## config.mk

```make
export PLATFORM = sky130hd
export DESIGN_NAME = hkvs_ctrl
export DESIGN_NICKNAME = d
export VERILOG_FILES = /design/src/design/hashed_key_value_store_macros.svh /design/src/design/hkvs_pkg.sv /design/src/design/hkvs_ctrl.sv
export SDC_FILE = /design/constraint.sdc
export NUM_CORES = 1
export LEC_CHECK = 0
export BUFFER_PORTS_ARGS = -buffer_cell sky130_fd_sc_hd__buf_2
export CAP_MARGIN = 25
export CELL_PAD_IN_SITES_DETAIL_PLACEMENT = 1
export CELL_PAD_IN_SITES_GLOBAL_PLACEMENT = 1
export CORE_AREA = 2 2 39 41
export CTS_CLUSTER_DIAMETER = 120
export DETAILED_ROUTE_END_ITERATION = 16
export DIE_AREA = 0 0 41 43
export GPL_ROUTABILITY_DRIVEN = 1
export PLACE_DENSITY_LB_ADDON = 0.1
export REMOVE_ABC_BUFFERS = 1
export SLEW_MARGIN = 0
export SYNTH_ARGS = -nofsm -noshare
export SYNTH_HDL_FRONTEND = slang
export SYNTH_SLANG_ARGS = --single-unit
export TNS_END_PERCENT = 50
```

## constraint.sdc

```tcl
create_clock -name clk -period 2.8 [get_ports clk]
set_clock_uncertainty 0.15 [all_clocks]
set_input_delay 0.56 -clock clk [delete_from_list [all_inputs] [get_ports clk]]
set_output_delay 0.56 -clock clk [all_outputs]
set_load 0.02 [all_outputs]
```

## src/design/hashed_key_value_store_macros.svh

```systemverilog
// ----------------------------------------------------------------------------
// hashed_key_value_store_macros: assertion helpers
// Same-cycle and next-cycle implication checks, disabled while the reset is low.
// ----------------------------------------------------------------------------
`ifndef HASHED_KEY_VALUE_STORE_MACROS_SVH
`define HASHED_KEY_VALUE_STORE_MACROS_SVH

// consequent must hold in the same cycle as the antecedent
`define HKVS_ASSERT_NOW(label, clk, rstn, ante, cons, msg) \
    label: assert property (@(posedge clk) disable iff (!(rstn)) (ante) |-> (cons)) \
        else $error(msg);

// consequent must hold in the cycle after the antecedent
`define HKVS_ASSERT_NEXT(label, clk, rstn, ante, cons, msg) \
    label: assert property (@(posedge clk) disable iff (!(rstn)) (ante) |=> (cons)) \
        else $error(msg);

`endif

```

## src/design/hkvs_pkg.sv

```systemverilog
// ----------------------------------------------------------------------------
// hkvs_pkg: shared types and constants
// Operation codes, field widths and the controller/datapath command and
// status bundles.
// ----------------------------------------------------------------------------
package hkvs_pkg;

    localparam int OP_W    = 2;
    localparam int VALUE_W = 20;
    localparam int READ_W  = 21;

    localparam logic [OP_W-1:0] OP_INSERT = 2'd0;
    localparam logic [OP_W-1:0] OP_LOOKUP = 2'd1;
    localparam logic [OP_W-1:0] OP_DELETE = 2'd2;

    // -1 in the result field
    localparam logic signed [READ_W-1:0] READ_MISS = '1;

    typedef struct packed {
        logic capture;
        logic hash_q;
        logic hash_r;
        logic rd_req;
        logic update;
        logic clear_wr;
    } cmd_t;

    typedef struct packed {
        logic clear_done;
        logic out_free;
    } stat_t;

endpackage

```

## src/design/hkvs_ctrl.sv

```systemverilog
// ----------------------------------------------------------------------------
// hkvs_ctrl: request sequencer
// Runs the clearing pass after reset, then takes one request at a time
// through bucket reduction, row read and row update.
// ----------------------------------------------------------------------------
module hkvs_ctrl #(
    parameter int NUM_BUCKETS = 1024
) (
    input  logic            clk,
    input  logic            rst_n,
    input  logic            s_valid,
    output logic            s_ready,
    input  hkvs_pkg::stat_t stat,
    output hkvs_pkg::cmd_t  cmd
);
    import hkvs_pkg::*;

    localparam int BW      = $clog2(NUM_BUCKETS);
    localparam bit IS_POW2 = ((1 << BW) == NUM_BUCKETS);

    localparam logic [2:0] ST_CLEAR  = 3'd0;
    localparam logic [2:0] ST_IDLE   = 3'd1;
    localparam logic [2:0] ST_HASH_Q = 3'd2;
    localparam logic [2:0] ST_HASH_R = 3'd3;
    localparam logic [2:0] ST_READ   = 3'd4;
    localparam logic [2:0] ST_UPDATE = 3'd5;

    logic [2:0] state_reg;
    logic [2:0] state_next;

    assign s_ready = (state_reg == ST_IDLE);

    always_comb begin
        cmd        = '0;
        state_next = state_reg;
        case (state_reg)
            ST_CLEAR: begin
                cmd.clear_wr = 1'b1;
                if (stat.clear_done) begin
                    state_next = ST_IDLE;
                end
            end
            ST_IDLE: begin
                if (s_valid) begin
                    cmd.capture = 1'b1;
                    if (IS_POW2) begin
                        // bucket is the low key bits, read straight away
                        cmd.rd_req = 1'b1;
                        state_next = ST_UPDATE;
                    end else begin
                        state_next = ST_HASH_Q;
                    end
                end
            end
            ST_HASH_Q: begin
                cmd.hash_q = 1'b1;
                state_next = ST_HASH_R;
            end
            ST_HASH_R: begin
                cmd.hash_r = 1'b1;
                state_next = ST_READ;
            end
            ST_READ: begin
                cmd.rd_req = 1'b1;
                state_next = ST_UPDATE;
            end
            ST_UPDATE: begin
                // hold until the output register can take the beat
                if (stat.out_free) begin
                    cmd.update = 1'b1;
                    state_next = ST_IDLE;
                end
            end
            default: begin
                state_next = ST_IDLE;
            end
        endcase
    end

    always_ff @(posedge clk) begin
        if (!rst_n) begin
            state_reg <= ST_CLEAR;
        end else begin
            state_reg <= state_next;
        end
    end

endmodule

```

==> Yosys cells after proc, flatten, opt, wreduce, memory -nomap -nowiden <==
Index checks and enable logic that the tools add are counted.
{ "op_classes": {"n_reduce_logical": 2, "eq_ne": 8, "muxes": 12} }
{ "ops": {"columns": ["cell", "count"], "rows": [
  ["3-bit case mux with 6 select lines", 1],
  ["3-bit two-way mux", 3],
  ["1-bit two-way mux", 7],
  ["3-bit by 2-bit equality test with 1-bit output (second input constant)", 2],
  ["3-bit equality test (second input constant)", 2],
  ["2-bit inequality test (second input constant)", 3],
  ["3-bit by 1-bit equality test with 1-bit output (second input constant)", 1],
  ["3-bit logical NOT", 1],
  ["3-bit AND reduction", 1],
  ["1-bit case mux with 2 select lines", 1]
]} }
{ "word_totals": {"elab_cells": 23, "register_bits": 3, "out_inout_bits": 7} }

==> Depth between registers and ports, before layout <==
{ "logic_depth": {"depth_word": 3, "ltp_mapped": 4, "depth_no_buf": 3} }

==> Worst setup path after synthesis <==
Ideal clock, no wire load.
{ "synth_timing": {"path_kind": "input to output", "startpoint": "input port s_valid", "endpoint": "output port cmd[2] (netlist name)", "setup_slack_ns": 0.963, "n_path_buf": 0, "stages": 3, "arrival_ns": 1.127, "t_required_ns": 2.090, "path_cell_list": "nand2_1 mux2_2 nor2_1"} }
{ "synth_lines": {"columns": ["element", "line", "rtl"], "rows": [
  ["from (decl)", "hkvs_ctrl.sv:11", "input logic s_valid,"],
  ["to (decl)", "hkvs_ctrl.sv:14", "output hkvs_pkg::cmd_t cmd"]
]} }

==> impl_metrics.ini <==
[clocking]
post-cts-setup-buffers = 0
root_buffer = clkbuf_4
cts_tree = built
cts_made_buffers = 3
cts_sinks = 3
ctsResizeCount = 0
htreeDepth = 1
cts_max_path_buffers = 2
cts.clk_slew.worst_paths_ns = 0.04
ctsHoldBuffers = 0
clkLatencyLatePin_ns = 0.23

[grt]
antenna_found_initial = 0
grt_pass1_wl_um = 924
grt_overflow_total = 0
grt_max_degree = 11
grtUsageTotal_pct = 8.42
grt_pass1_vias = 197

[synth]
ys_seq_elements = 3
syn_inst = 23
yosys_warnings = 0
postSynthAreaPerCell_um2 = 8.87
yosys-top-cells-area = dfxtp_1, nor3b_2, buf_4
synth_cell_types = 16
netlist.area_leader.share_pct = 29.4
netlist_area_um2 = 204
synth_largest_area_cell = dfxtp_1
yosysSeqAreaShare_pct = 29.4

[finish]
final_cell_mix = buf_2, clkbuf_4, dfxtp_1
area_delta_synth_final_pct = 38.6
multiInputGateArea_um2 = 121
final_nets = 41
final_common_cell = buf_2
largest_register_ffs = 3
drive_gt1_share_pct = 48.6
fillCellCount = 169
instances_no_fill = 51
regArea_um2 = 60.1
n_antenna_cell = 0

[critical_path]
cp_slowest_cell = dfxtp_1
worstPathArrival_ns = 1.35
crit_path_max_fanout = 9
endpoint = cmd[2]
r2r_end = state_reg[2]$_SDFFE_PN0P_
r2r_setup_slack_ns = 1.62
critPathKind = flop to primary output
crit_path_cell_trace = mux2_2, nor2_1, buf_2
crit_path_start = state_reg[2]$_SDFFE_PN0P_
end_kind = primary output
r2r_start = state_reg[0]$_SDFFE_PN0P_
rr_worst_depth = 3
start_kind = flop
critPathMaxStageDelay_ns = 0.50
worstPathRequired_ns = 2.09

[route]
routedWlPerCell_um = 11.0
avgViaCountPerCell = 3.92
drtPass1Iterations = 2
ant_nets = 0
drtIter0Drc = 1
drc = 0
wirelength_um = 561
dr_total_vias = 200

[die]
initial_core_util_pct = 14.7
core-area_um2 = 1380
rows = 14
die-width_um = 41
io_pins = 12
fp.dieArea_um2 = 1760
die_h_um = 43

[timing]
fmax_ghz = 0.485
rsz0062_at_grt = no
fin_crit_ns = 2.06
timing.final.ws_setup_ns = 0.740
drv_slew = 0
finalCritPeriodShare_pct = 73.6
maxSlewHeadroom_pct = 78.0
setup_tns_ns = 0
setup_violations = 0
final_hold_viol_count = 0
worstMarginPinSlew_ns = 0.330

[run_status]
outcome = completed

[min_path]
worstHoldPathType = primary input to flop

[power]
seqPwrFrac_pct = 33.3
p_comb_share_pct = 17.1
powerDensity_nw_per_um2 = 538
ir_drop_mv = 0.149
p_leak_nw = 0.138
switchingPower_uw = 41.8
power_frac_clock_pct = 49.6
power.internal_uw = 110
switching_share_pct = 27.4

[placement]
dp_hpwl_um = 402
preCtsSetupSlack_ns = 0.876
numPortBuffers = 11
post-place-cells = 47
globalplace.congestion = 0.596

[job]
max_cap_viol_count = 0
==> cells by family after synthesis <==
family / share of synthesized area (%)
simple gates: 45.4
compound gates: 8.59
flops: 29.4
buf+inv: 11.0
mux: 5.52
==> power by group through the flow <==
stage | Clock, mW | Sequential [mW] | Combinational, mW
global route | 0.0886 | 0.0517 | 0.0291
detailed placement | 0 | 0.0514 | 0.0264
floorplan | 0 | 0.0496 | 0.0166
finish | 0.0755 | 0.0507 | 0.0260
global placement | 0 | 0.0511 | 0.0256
CTS | 0.0798 | 0.0507 | 0.0265
==> metrics by stage <==
step | hold WS, ns | utilization [%] | power, mW | area, µm²
floorplan | 0.383 | - | 0.0663 | 181
global placement | 0.446 | 18.5 | 0.0767 | 256
detailed placement | 0.446 | 18.5 | 0.0778 | 256
CTS | 0.410 | 20.4 | 0.157 | 283
global route | 0.405 | 20.4 | 0.169 | 283
finish | 0.414 | 20.4 | 0.152 | 283
==> cell type report <==
class,count,share of cell area (%)
Multi-Input combinational cell,17,42.9
Sequential cell,3,21.2
Timing Repair Buffer,11,19.5
Clock buffer,4,9.29
Tap cell,16,7.08
==> cells in the mapped netlist <==
library cell  instances
a21boi_1              1
a21oi_1               1
and2_1                2
and3b_1               1
and4b_1               1
buf_4                 3
dfxtp_1               3
mux2_2                1
nand2_1               2
nor2_1                1
nor3_1                1
nor3b_1               1
nor3b_2               2
nor4_1                1
o21ai_0               1
or2_1                 1
==> critical path: cells and delay by family (launching register included) <==
family,cells,cell delay [ns]
DFF,1,0.50
and+or+nand+nor,1,0.07
muxes,1,0.38
buffers and inverters,1,0.16
==> metal layers <==
layer | global-route usage (%) | vias up | share of wire, %
met3 | 4.71 | 0 | 6.6
met4 | 8.00 | 0 | 0
met1 | 10.2 | 90 | 46
met5 | 0 | - | 0
met2 | 9.69 | 7 | 47
li1 | - | 103 | -
==> worst min-delay path by stage <==
| stage | start | endpoint | slack [ns] | depth (start not counted) |
|---|---|---|---|---|
| finish | rst_n | state_reg[1]$_SDFFE_PN0P_ | 0.41 | 2 |
| global placement | state_reg[2]$_SDFFE_PN0P_ | state_reg[2]$_SDFFE_PN0P_ | 0.45 | 2 |
| floorplan | state_reg[2]$_SDFFE_PN0P_ | state_reg[2]$_SDFFE_PN0P_ | 0.38 | 2 |
| detailed placement | state_reg[2]$_SDFFE_PN0P_ | state_reg[2]$_SDFFE_PN0P_ | 0.45 | 2 |
| global route | rst_n | state_reg[1]$_SDFFE_PN0P_ | 0.41 | 2 |
| CTS | rst_n | state_reg[1]$_SDFFE_PN0P_ | 0.41 | 2 |
No activity file was read; power rests on OpenSTA's default activity.
